**src/vsa_pkg.sv**
```systemverilog
// Shared constants and types for the voice slot allocator.
// No dependencies; compiled first.
package vsa_pkg;

	localparam int SLOTS   = 16;
	localparam int SLOT_W  = $clog2(SLOTS);
	localparam int LIM_W   = $clog2(SLOTS + 1);
	localparam int VOICE_W = 4;
	localparam int REQ_W   = 8;
	localparam int STAMP_W = 64;
	localparam int MV_W    = 5;
	localparam int ENTRY_W = REQ_W + STAMP_W;

	localparam int PADDR_W = 3;
	localparam int PDATA_W = 32;

	localparam logic [MV_W-1:0] MV_RESET = MV_W'(SLOTS);

	// register indexes
	localparam logic [PADDR_W-3:0] REG_MAX_VOICES = '0;

	// opcodes
	localparam logic OP_ALLOC   = 1'b0;
	localparam logic OP_RELEASE = 1'b1;

	typedef logic [SLOT_W-1:0]  slot_t;
	typedef logic [VOICE_W-1:0] voice_t;
	typedef logic [REQ_W-1:0]   req_id_t;
	typedef logic [STAMP_W-1:0] stamp_t;
	typedef logic [MV_W-1:0]    max_voices_t;
	typedef logic [LIM_W-1:0]   lim_t;

	typedef struct packed {
		req_id_t owner;
		stamp_t  stamp;
	} entry_t;

endpackage

```
**src/vsa_if.sv**
```systemverilog
// Request and response channel interfaces of the voice slot allocator.
// Depends on vsa_pkg.
interface vsa_req_if;
	import vsa_pkg::*;

	logic   valid;
	logic   ready;
	logic   opcode;
	req_id_t requester;
	voice_t release_voice;

	modport source (output valid, output opcode, output requester, output release_voice,
		input ready);
	modport sink (input valid, input opcode, input requester, input release_voice,
		output ready);
endinterface

interface vsa_rsp_if;
	import vsa_pkg::*;

	logic    valid;
	logic    ready;
	voice_t  voice;
	logic    granted;
	logic    evicted;
	req_id_t evicted_requester;

	modport source (output valid, output voice, output granted, output evicted,
		output evicted_requester, input ready);
	modport sink (input valid, input voice, input granted, input evicted,
		input evicted_requester, output ready);
endinterface

```
**src/vsa_ram.sv**
```systemverilog
// Generic simple dual-port RAM, one write and one registered read port.
// No dependencies.
module vsa_ram #(
	parameter int WIDTH = 8,
	parameter int DEPTH = 16
) (
	input  logic                     clk,
	input  logic                     we,
	input  logic [$clog2(DEPTH)-1:0] waddr,
	input  logic [WIDTH-1:0]         wdata,
	input  logic [$clog2(DEPTH)-1:0] raddr,
	output logic [WIDTH-1:0]         rdata
);
	logic [WIDTH-1:0] mem_q [DEPTH];

	always_ff @(posedge clk) begin
		if (we) begin
			mem_q[waddr] <= wdata;
		end
		rdata <= mem_q[raddr];
	end
endmodule

```
**src/vsa_cfg.sv**
```systemverilog
// APB-style configuration register block (max_voices).
// Depends on vsa_pkg.
module vsa_cfg (
	input  logic                   clk,
	input  logic                   arst_n,
	input  logic                   psel,
	input  logic                   penable,
	input  logic                   pwrite,
	input  logic [vsa_pkg::PADDR_W-1:0] paddr,
	input  logic [vsa_pkg::PDATA_W-1:0] pwdata,
	output logic [vsa_pkg::PDATA_W-1:0] prdata,
	output logic                   pready,
	output vsa_pkg::max_voices_t   max_voices
);
	import vsa_pkg::*;

	max_voices_t mv_q;
	logic        sel_mv;

	assign sel_mv     = paddr[PADDR_W-1:2] == REG_MAX_VOICES;
	assign pready     = 1'b1;
	assign max_voices = mv_q;
	assign prdata     = sel_mv ? PDATA_W'(mv_q) : '0;

	always_ff @(posedge clk or negedge arst_n) begin
		if (!arst_n) begin
			mv_q <= MV_RESET;
		end else if (psel && penable && pwrite && pready && sel_mv) begin
			mv_q <= pwdata[MV_W-1:0];
		end
	end
endmodule

```
**src/vsa_core.sv**
```systemverilog
// Allocator sequencer: busy bits, stamp counter, oldest-stamp scan over the slot RAM.
// Depends on vsa_pkg and vsa_if; owner and stamp live in an external vsa_ram.
module vsa_core (
	input  logic                 clk,
	input  logic                 arst_n,
	vsa_req_if.sink              req,
	vsa_rsp_if.source            rsp,
	input  vsa_pkg::max_voices_t max_voices,
	output vsa_pkg::slot_t       ram_raddr,
	input  logic [vsa_pkg::ENTRY_W-1:0] ram_rdata,
	output logic                 ram_we,
	output vsa_pkg::slot_t       ram_waddr,
	output logic [vsa_pkg::ENTRY_W-1:0] ram_wdata
);
	import vsa_pkg::*;

	localparam logic [1:0] ST_IDLE  = 2'd0;
	localparam logic [1:0] ST_SCAN  = 2'd1;
	localparam logic [1:0] ST_RELRD = 2'd2;
	localparam logic [1:0] ST_FIN   = 2'd3;

	logic [1:0]       state_q;
	logic [SLOTS-1:0] busy_q;
	stamp_t           stamp_q;
	lim_t             scan_cnt_q;
	logic             pend_s1;
	logic             have_q;
	logic             fin_alloc_q;
	logic             fin_free_q;
	logic             rsp_valid_q;

	slot_t   idx_s1;
	slot_t   best_idx_q;
	stamp_t  best_stamp_q;
	req_id_t best_owner_q;
	req_id_t req_q;
	voice_t  rel_q;
	slot_t   fin_idx_q;
	voice_t  fin_voice_q;
	logic    fin_granted_q;
	logic    fin_evicted_q;
	req_id_t fin_evreq_q;
	voice_t  rsp_voice_q;
	logic    rsp_granted_q;
	logic    rsp_evicted_q;
	req_id_t rsp_evreq_q;

	lim_t             lim;
	logic [SLOTS-1:0] lim_mask;
	logic [SLOTS-1:0] free_vec;
	logic             free_found;
	slot_t            free_idx;
	entry_t           rd_entry;
	logic             req_fire;
	logic             out_free;
	logic             fin_fire;
	logic             scan_issue;
	logic             scan_done;
	logic             better;
	logic             rel_grant;

	always_comb begin
		if (max_voices == '0) begin
			lim = LIM_W'(1);
		end else if (int'(max_voices) > SLOTS) begin
			lim = LIM_W'(SLOTS);
		end else begin
			lim = LIM_W'(max_voices);
		end
		for (int i = 0; i < SLOTS; i++) begin
			lim_mask[i] = i < int'(lim);
		end
		free_vec   = ~busy_q & lim_mask;
		free_found = |free_vec;
		free_idx   = '0;
		for (int i = SLOTS - 1; i >= 0; i--) begin
			if (free_vec[i]) begin
				free_idx = SLOT_W'(i);
			end
		end
	end

	assign req.ready  = state_q == ST_IDLE;
	assign req_fire   = req.valid && req.ready;
	assign out_free   = !rsp_valid_q || rsp.ready;
	assign fin_fire   = state_q == ST_FIN && out_free;
	assign scan_issue = state_q == ST_SCAN && scan_cnt_q < lim;
	assign scan_done  = !pend_s1 && !scan_issue;
	assign rd_entry   = entry_t'(ram_rdata);
	assign better     = !have_q || rd_entry.stamp < best_stamp_q;
	assign rel_grant  = int'(rel_q) < SLOTS && busy_q[fin_idx_q] && rd_entry.owner == req_q;

	assign ram_raddr = (state_q == ST_IDLE) ? SLOT_W'(req.release_voice)
		: scan_cnt_q[SLOT_W-1:0];
	assign ram_we    = fin_fire && fin_alloc_q;
	assign ram_waddr = fin_idx_q;
	assign ram_wdata = ENTRY_W'({req_q, stamp_q});

	assign rsp.valid             = rsp_valid_q;
	assign rsp.voice             = rsp_voice_q;
	assign rsp.granted           = rsp_granted_q;
	assign rsp.evicted           = rsp_evicted_q;
	assign rsp.evicted_requester = rsp_evreq_q;

	always_ff @(posedge clk or negedge arst_n) begin
		if (!arst_n) begin
			state_q     <= ST_IDLE;
			busy_q      <= '0;
			stamp_q     <= '0;
			scan_cnt_q  <= '0;
			pend_s1     <= 1'b0;
			have_q      <= 1'b0;
			fin_alloc_q <= 1'b0;
			fin_free_q  <= 1'b0;
			rsp_valid_q <= 1'b0;
		end else begin
			rsp_valid_q <= fin_fire || (rsp_valid_q && !rsp.ready);
			unique case (state_q)
				ST_IDLE: begin
					if (req_fire) begin
						if (req.opcode == OP_ALLOC) begin
							if (free_found) begin
								state_q     <= ST_FIN;
								fin_alloc_q <= 1'b1;
								fin_free_q  <= 1'b0;
							end else begin
								state_q    <= ST_SCAN;
								scan_cnt_q <= '0;
								have_q     <= 1'b0;
								pend_s1    <= 1'b0;
							end
						end else begin
							state_q <= ST_RELRD;
						end
					end
				end
				ST_SCAN: begin
					if (pend_s1 && better) begin
						have_q <= 1'b1;
					end
					pend_s1 <= scan_issue;
					if (scan_issue) begin
						scan_cnt_q <= scan_cnt_q + LIM_W'(1);
					end
					if (scan_done) begin
						state_q     <= ST_FIN;
						fin_alloc_q <= 1'b1;
						fin_free_q  <= 1'b0;
					end
				end
				ST_RELRD: begin
					state_q     <= ST_FIN;
					fin_alloc_q <= 1'b0;
					fin_free_q  <= rel_grant;
				end
				ST_FIN: begin
					if (out_free) begin
						state_q <= ST_IDLE;
						if (fin_alloc_q) begin
							busy_q[fin_idx_q] <= 1'b1;
							stamp_q           <= stamp_q + STAMP_W'(1);
						end
						if (fin_free_q) begin
							busy_q[fin_idx_q] <= 1'b0;
						end
					end
				end
				default: state_q <= ST_IDLE;
			endcase
		end
	end

	always_ff @(posedge clk) begin
		unique case (state_q)
			ST_IDLE: begin
				if (req_fire) begin
					req_q         <= req.requester;
					rel_q         <= req.release_voice;
					fin_evicted_q <= 1'b0;
					fin_evreq_q   <= '0;
					if (req.opcode == OP_ALLOC) begin
						fin_idx_q     <= free_idx;
						fin_voice_q   <= VOICE_W'(free_idx);
						fin_granted_q <= 1'b1;
					end else begin
						fin_idx_q   <= SLOT_W'(req.release_voice);
						fin_voice_q <= req.release_voice;
					end
				end
			end
			ST_SCAN: begin
				idx_s1 <= scan_cnt_q[SLOT_W-1:0];
				if (pend_s1 && better) begin
					best_idx_q   <= idx_s1;
					best_stamp_q <= rd_entry.stamp;
					best_owner_q <= rd_entry.owner;
				end
				if (scan_done) begin
					fin_idx_q     <= best_idx_q;
					fin_voice_q   <= VOICE_W'(best_idx_q);
					fin_granted_q <= 1'b1;
					fin_evicted_q <= 1'b1;
					fin_evreq_q   <= best_owner_q;
				end
			end
			ST_RELRD: begin
				fin_granted_q <= rel_grant;
			end
			ST_FIN: begin
				if (out_free) begin
					rsp_voice_q   <= fin_voice_q;
					rsp_granted_q <= fin_granted_q;
					rsp_evicted_q <= fin_evicted_q;
					rsp_evreq_q   <= fin_evreq_q;
				end
			end
			default: ;
		endcase
	end

	// steal scan only runs with every active slot occupied
	a_scan_full: assert property (@(posedge clk) disable iff (!arst_n)
		state_q == ST_SCAN |-> &(busy_q | ~lim_mask))
		else $error("scan started with a free active slot");

	a_stamp_alloc: assert property (@(posedge clk) disable iff (!arst_n)
		!(fin_fire && fin_alloc_q) |=> $stable(stamp_q))
		else $error("stamp advanced without an allocation");

	a_alloc_busy: assert property (@(posedge clk) disable iff (!arst_n)
		fin_fire && fin_alloc_q |=> busy_q[$past(fin_idx_q)])
		else $error("allocated slot not marked busy");

	a_free_clear: assert property (@(posedge clk) disable iff (!arst_n)
		fin_fire && fin_free_q |=> !busy_q[$past(fin_idx_q)])
		else $error("released slot still busy");
endmodule

```
**src/voice_slot_allocator_oldest_steal.sv**
```systemverilog
// Voice slot allocator with oldest-voice stealing: top level.
// Depends on vsa_pkg, vsa_if, vsa_ram, vsa_cfg and vsa_core.
//
// Usage:
//   req carries one transaction per note event: opcode allocate or release,
//   the requester id and, for a release, the slot. rsp returns exactly one
//   transaction per request: the slot, granted, evicted and the evicted owner.
//   max_voices is written over the APB port at address 0 while idle.
// Sequence (states from the accepting state IDLE until the next request is taken):
//   allocate with a free active slot: FIN
//   release: RELRD, then FIN (one RAM read for the owner check)
//   allocate with all active slots busy: SCAN, then FIN; the stamp scan reads
//   the slots below the limit, one slot per cycle from the owner/stamp RAM port.
//   The response becomes valid in the same cycle as req.ready returns high.
// One request is processed at a time; req.ready is high while none is active.
// A response waits in the output register if rsp is stalled; the next request
// can still be accepted and completes as soon as that register is taken.
// Reset clears busy bits and the stamp counter and sets max_voices to 16.
// Owner and stamp RAM contents need no clearing.
module voice_slot_allocator_oldest_steal (
	input  logic                        clk,
	input  logic                        arst_n,
	vsa_req_if.sink                     req,
	vsa_rsp_if.source                   rsp,
	input  logic                        psel,
	input  logic                        penable,
	input  logic                        pwrite,
	input  logic [vsa_pkg::PADDR_W-1:0] paddr,
	input  logic [vsa_pkg::PDATA_W-1:0] pwdata,
	output logic [vsa_pkg::PDATA_W-1:0] prdata,
	output logic                        pready
);
	import vsa_pkg::*;

	max_voices_t        max_voices;
	slot_t              ram_raddr;
	slot_t              ram_waddr;
	logic               ram_we;
	logic [ENTRY_W-1:0] ram_wdata;
	logic [ENTRY_W-1:0] ram_rdata;

	vsa_cfg u_cfg (
		.clk        (clk),
		.arst_n     (arst_n),
		.psel       (psel),
		.penable    (penable),
		.pwrite     (pwrite),
		.paddr      (paddr),
		.pwdata     (pwdata),
		.prdata     (prdata),
		.pready     (pready),
		.max_voices (max_voices)
	);

	vsa_ram #(
		.WIDTH (ENTRY_W),
		.DEPTH (SLOTS)
	) u_ram (
		.clk   (clk),
		.we    (ram_we),
		.waddr (ram_waddr),
		.wdata (ram_wdata),
		.raddr (ram_raddr),
		.rdata (ram_rdata)
	);

	vsa_core u_core (
		.clk        (clk),
		.arst_n     (arst_n),
		.req        (req),
		.rsp        (rsp),
		.max_voices (max_voices),
		.ram_raddr  (ram_raddr),
		.ram_rdata  (ram_rdata),
		.ram_we     (ram_we),
		.ram_waddr  (ram_waddr),
		.ram_wdata  (ram_wdata)
	);
endmodule
```
**src/flat_wrapper.sv**
```systemverilog
// flat-port wrapper written by rule: the top's interface ports become plain ports
module voice_slot_allocator_oldest_steal_flat import vsa_pkg::*;
  (clk, arst_n, psel, penable, pwrite, paddr, pwdata, prdata, pready, req_valid, req_opcode, req_requester, req_release_voice, req_ready, rsp_valid, rsp_voice, rsp_granted, rsp_evicted, rsp_evicted_requester, rsp_ready);
  vsa_req_if req_i ();
  vsa_rsp_if rsp_i ();
  input  logic clk;
  input  logic arst_n;
  input  logic psel;
  input  logic penable;
  input  logic pwrite;
  input  logic [vsa_pkg::PADDR_W-1:0] paddr;
  input  logic [vsa_pkg::PDATA_W-1:0] pwdata;
  output logic [vsa_pkg::PDATA_W-1:0] prdata;
  output logic pready;
  input wire logic [$bits(req_i.valid)-1:0] req_valid;
  input wire logic [$bits(req_i.opcode)-1:0] req_opcode;
  input wire logic [$bits(req_i.requester)-1:0] req_requester;
  input wire logic [$bits(req_i.release_voice)-1:0] req_release_voice;
  output wire logic [$bits(req_i.ready)-1:0] req_ready;
  output wire logic [$bits(rsp_i.valid)-1:0] rsp_valid;
  output wire logic [$bits(rsp_i.voice)-1:0] rsp_voice;
  output wire logic [$bits(rsp_i.granted)-1:0] rsp_granted;
  output wire logic [$bits(rsp_i.evicted)-1:0] rsp_evicted;
  output wire logic [$bits(rsp_i.evicted_requester)-1:0] rsp_evicted_requester;
  input wire logic [$bits(rsp_i.ready)-1:0] rsp_ready;
  assign req_i.valid = req_valid;
  assign req_i.opcode = req_opcode;
  assign req_i.requester = req_requester;
  assign req_i.release_voice = req_release_voice;
  assign req_ready = req_i.ready;
  assign rsp_valid = rsp_i.valid;
  assign rsp_voice = rsp_i.voice;
  assign rsp_granted = rsp_i.granted;
  assign rsp_evicted = rsp_i.evicted;
  assign rsp_evicted_requester = rsp_i.evicted_requester;
  assign rsp_i.ready = rsp_ready;
  voice_slot_allocator_oldest_steal u_core (.clk(clk), .arst_n(arst_n), .req(req_i), .rsp(rsp_i), .psel(psel), .penable(penable), .pwrite(pwrite), .paddr(paddr), .pwdata(pwdata), .prdata(prdata), .pready(pready));
endmodule
```
**config.mk**
```make
export PLATFORM = sky130hd
export DESIGN_NAME = voice_slot_allocator_oldest_steal_flat
export DESIGN_NICKNAME = d
export VERILOG_FILES = /design/src/vsa_pkg.sv /design/src/vsa_if.sv /design/src/vsa_ram.sv /design/src/vsa_cfg.sv /design/src/vsa_core.sv /design/src/voice_slot_allocator_oldest_steal.sv /design/src/flat_wrapper.sv
export SDC_FILE = /design/constraint.sdc
export NUM_CORES = 2
export LEC_CHECK = 0
export BUFFER_PORTS_ARGS = -buffer_cell sky130_fd_sc_hd__buf_2
export CORE_MARGIN = 4
export CORE_UTILIZATION = 40
export CTS_BUF_LIST = sky130_fd_sc_hd__clkbuf_8 sky130_fd_sc_hd__clkbuf_16
export CTS_CLUSTER_DIAMETER = 200
export DETAILED_ROUTE_END_ITERATION = 8
export SYNTH_ARGS = -nofsm -noshare
export SYNTH_HDL_FRONTEND = slang
export SYNTH_SLANG_ARGS = --single-unit
```
**constraint.sdc**
```tcl
create_clock -name clk -period 14.1 [get_ports clk]
set_input_delay 1.41 -clock clk [delete_from_list [all_inputs] [get_ports clk]]
set_output_delay 1.41 -clock clk [all_outputs]
set_load 0.01 [all_outputs]
```
==> results.toml <==
[status]
status = "complete, no violations"

[setup_path]
cp-end-kind = "flip-flop"
cp_slowest_cell = "buf_4"
r2r_start = "u_core.u_core.state_q[0]"
slowest_delay_ps = 820
critical_path_class = "reg -> reg"
crit_fanout = 95
worstSetupStartpointType = "flip-flop"
crit_start = "u_core.u_core.state_q[0]"
cp_data_required_time_ps = 14630
arrival_ps = 5490
path_cells = "inv_1 > ha_1 > buf_4 > mux2i_4 > buf_12 > buf_4 > buf_4 > mux4_2 > and2_1 > a211oi_1 > a31oi_1"
crit_top_cell = "buf_4"

[grt]
antenna_found_initial = 1
grt-ovfl-total = 0
grt.total_usage = 0.1655
grt_pass1_vias = 27660
grt_max_degree = 145
grt_pass1_wl_um = 181000

[power_and_ir_drop]
pwr-share-clk = 0.316
seqPwrFrac = 0.453
intPower_w = 0.008298
switchingPower_w = 0.003382
power_per_cell_area_nw_per_um2 = 185.5
leakagePower_nw = 22.40
ir_drop_v = 0.0001952
pwr-share-comb = 0.231
p_sw_frac = 0.2895

[finish]
fin_area_sq_um = 62960
diodes = 0
area_growth_pct = 12.88
final_common_cell = "edfxtp_1"
nNetsFinal = 3155
final_cell_mix = "edfxtp_1 (1268), mux4_2 (293), nand2_1 (205)"
layout-drive-gt1-share = 0.2006

[clock_tree]
worstSkewPairLatency_ps = 750
numCtsBuffers = 143
post_cts_buffers = 0
cts_sinks = 1437
hold_buffers = 0
tritoncts = "yes"
htree_levels = 4
cts_resized = 0
clk_transition_reported_paths_ps = 60
clockBufferDepth = 3
cts_root_buf = "clkbuf_16"

[timing]
rsz0062_at_grt = "no"
setup_viol = 0
min_period_over_period = 0.3520
worst_pin_slew_ps = 1151
post-route-min-period_ps = 4963
relSlewSlack = 0.2164
fmax_ghz = 0.2015
maxSlewViolCount = 0
tns_ps = 0
hold_viol = 0
clock_skew_ps = 24.98

[logic_synthesis]
ys_warn_count = 0
synthTopCellsByArea = "edfxtp_1 (68%), mux4_2 (12%), dfrtp_1 (4.3%)"
synth_top_area_frac = 0.6827
synth_seq_area_share = 0.7520
yosysUniqueCellTypes = 71
ys_ff_latch = 1437
syn_inst = 2912
synth-main-ff-cell = "edfxtp_1"
async_flop_share = 0.06750
synth-edff-count = 1268
syn_area_sq_um = 55780
syn_area_per_cell_sq_um = 19.15
yosys.area.top_type = "edfxtp_1"

[detailed_routing]
drtIter0Drc = 2308
via_per_inst = 5.377
antenna_left = 0
routed-via-count = 26940
drc = 0
dr.pass1.iters = 5
routedWlPerCell_um = 23.97
wl_um = 120100

[floorplanning]
dieHeight_um = 381.4
fp.dieW_um = 381.4
core-area_sq_um = 138000
io_pins = 104
start_util = 0.4042
die-area_sq_um = 145500
rows = 136

[worst_hold_path]
min-delay-start = "u_core.u_core.idx_s1[0]"
hp-class = "reg -> reg"

[placement]
dpl.hpwl_um = 60340
placed_area_sq_um = 58330
gp_congestion = 0.7592
portBuffers = 46

[flow_run]
drv_cap = 0
==> path summary, 6_finish.rpt <==
kind	cells after the start	endpoint	slack (ps)
worst max-delay path	11	u_core.u_ram.rdata[3]	9140
worst min-delay path	0	u_core.u_core.best_idx_q[0]	410
worst min register to register	0	u_core.u_core.best_idx_q[0]	410
worst max register to register	11	u_core.u_ram.rdata[3]	9140
max in group asynchronous	2	u_core.u_core.stamp_q[10]	12240
min in group asynchronous	1	u_core.u_core.scan_cnt_q[2]	630
==> stage by stage <==
step,util,hold WS (ps),instances,power (W),setup slack [ps]
after global routing,0.4563,413.0,5009,0.01226,8642
after floorplan,-,400.3,2938,0.007289,8119
after CTS,0.4563,412.5,5009,0.01185,8986
final,0.4563,413.3,5009,0.01168,9137
after detailed placement,0.4227,404.5,4745,0.008139,8537
after global placement,0.4227,401.9,4745,0.008130,8485
==> critical path, delay by kind of cell (launching register included) <==
kind            cells  cell delay (ps)
compound gates      2              390
fa+ha+maj           1              140
buf+inv             5             2570
flops               1              420
mux                 2              880
simple gates        1              170
==> flip-flops by register name (all words and copies together) (netlist names), 2 cells and up <==
register / cells
u_core.u_ram.mem_q: 1152
u_core.u_ram.rdata: 72
u_core.u_core.best_stamp_q: 64
u_core.u_core.stamp_q: 64
u_core.u_core.busy_q: 16
u_core.u_core.best_owner_q: 8
u_core.u_core.fin_evreq_q: 8
u_core.u_core.req_q: 8
u_core.u_core.rsp.evicted_requester: 8
u_core.u_cfg.max_voices: 5
u_core.u_core.scan_cnt_q: 5
u_core.u_core.best_idx_q: 4
u_core.u_core.fin_voice_q: 4
u_core.u_core.idx_s1: 4
u_core.u_core.rsp.voice: 4
u_core.u_core.state_q: 2
==> synthesized netlist by cell type, types with 30 or more instances <==
cell type     n
edfxtp_1   1268
mux4_2      293
nand2_1     205
dfrtp_1      96
and2_1       84
inv_1        79
a211oi_1     77
a31oi_1      76
ha_1         73
dfxtp_1      72
clkbuf_1     70
xnor2_1      53
nor2_1       51
buf_2        49
nand3_1      36
o21ai_0      32
buf_4        30
==> routing by layer <==
| layer | routed length [um] | part of all wire | vias to the layer above | track usage |
|---|---|---|---|---|
| met5 | 0 | 0 | - | 0 |
| met4 | 2009 | 0.017 | 0 | 0.04237 |
| met3 | 6158 | 0.051 | 155 | 0.02684 |
| met2 | 57810 | 0.48 | 649 | 0.2683 |
| met1 | 54110 | 0.45 | 14280 | 0.2349 |
| li1 | - | - | 11850 | - |
==> cell families after synthesis <==
group | Yosys count | synth area share
other | 2 | 0.0001346
buffers and inverters | 237 | 0.01920
AND/OR/NAND/NOR | 500 | 0.04509
XOR/XNOR | 71 | 0.01115
flip-flops | 1437 | 0.7520
AO/OA/AOI/OAI | 282 | 0.03446
multiplexers | 310 | 0.1216
adder cells (fa/ha/maj) | 73 | 0.01638
==> area by class of cell <==
cell class              instances  area [sq um]
clock inverters                97         601.8
inverters                      81         304.0
clock buffers                 167          4033
repair buffers                100         679.4
well taps                    1863          2331
multi-input cells            1264         13070
flip-flops and latches       1437         41950
fillers                     11700         75040
==> power by group through the flow <==
stage	Sequential [W]	Combinational, W	Clock [W]
2_1_floorplan	0.00530	0.00199	0
3_3_place_gp	0.00537	0.00276	0
3_5_place_dp	0.00538	0.00276	0
4_1_cts	0.00529	0.00277	0.00378
5_1_grt	0.00532	0.00297	0.00397
6_report	0.00529	0.00270	0.00370
Power figures use the tool's default switching activity.
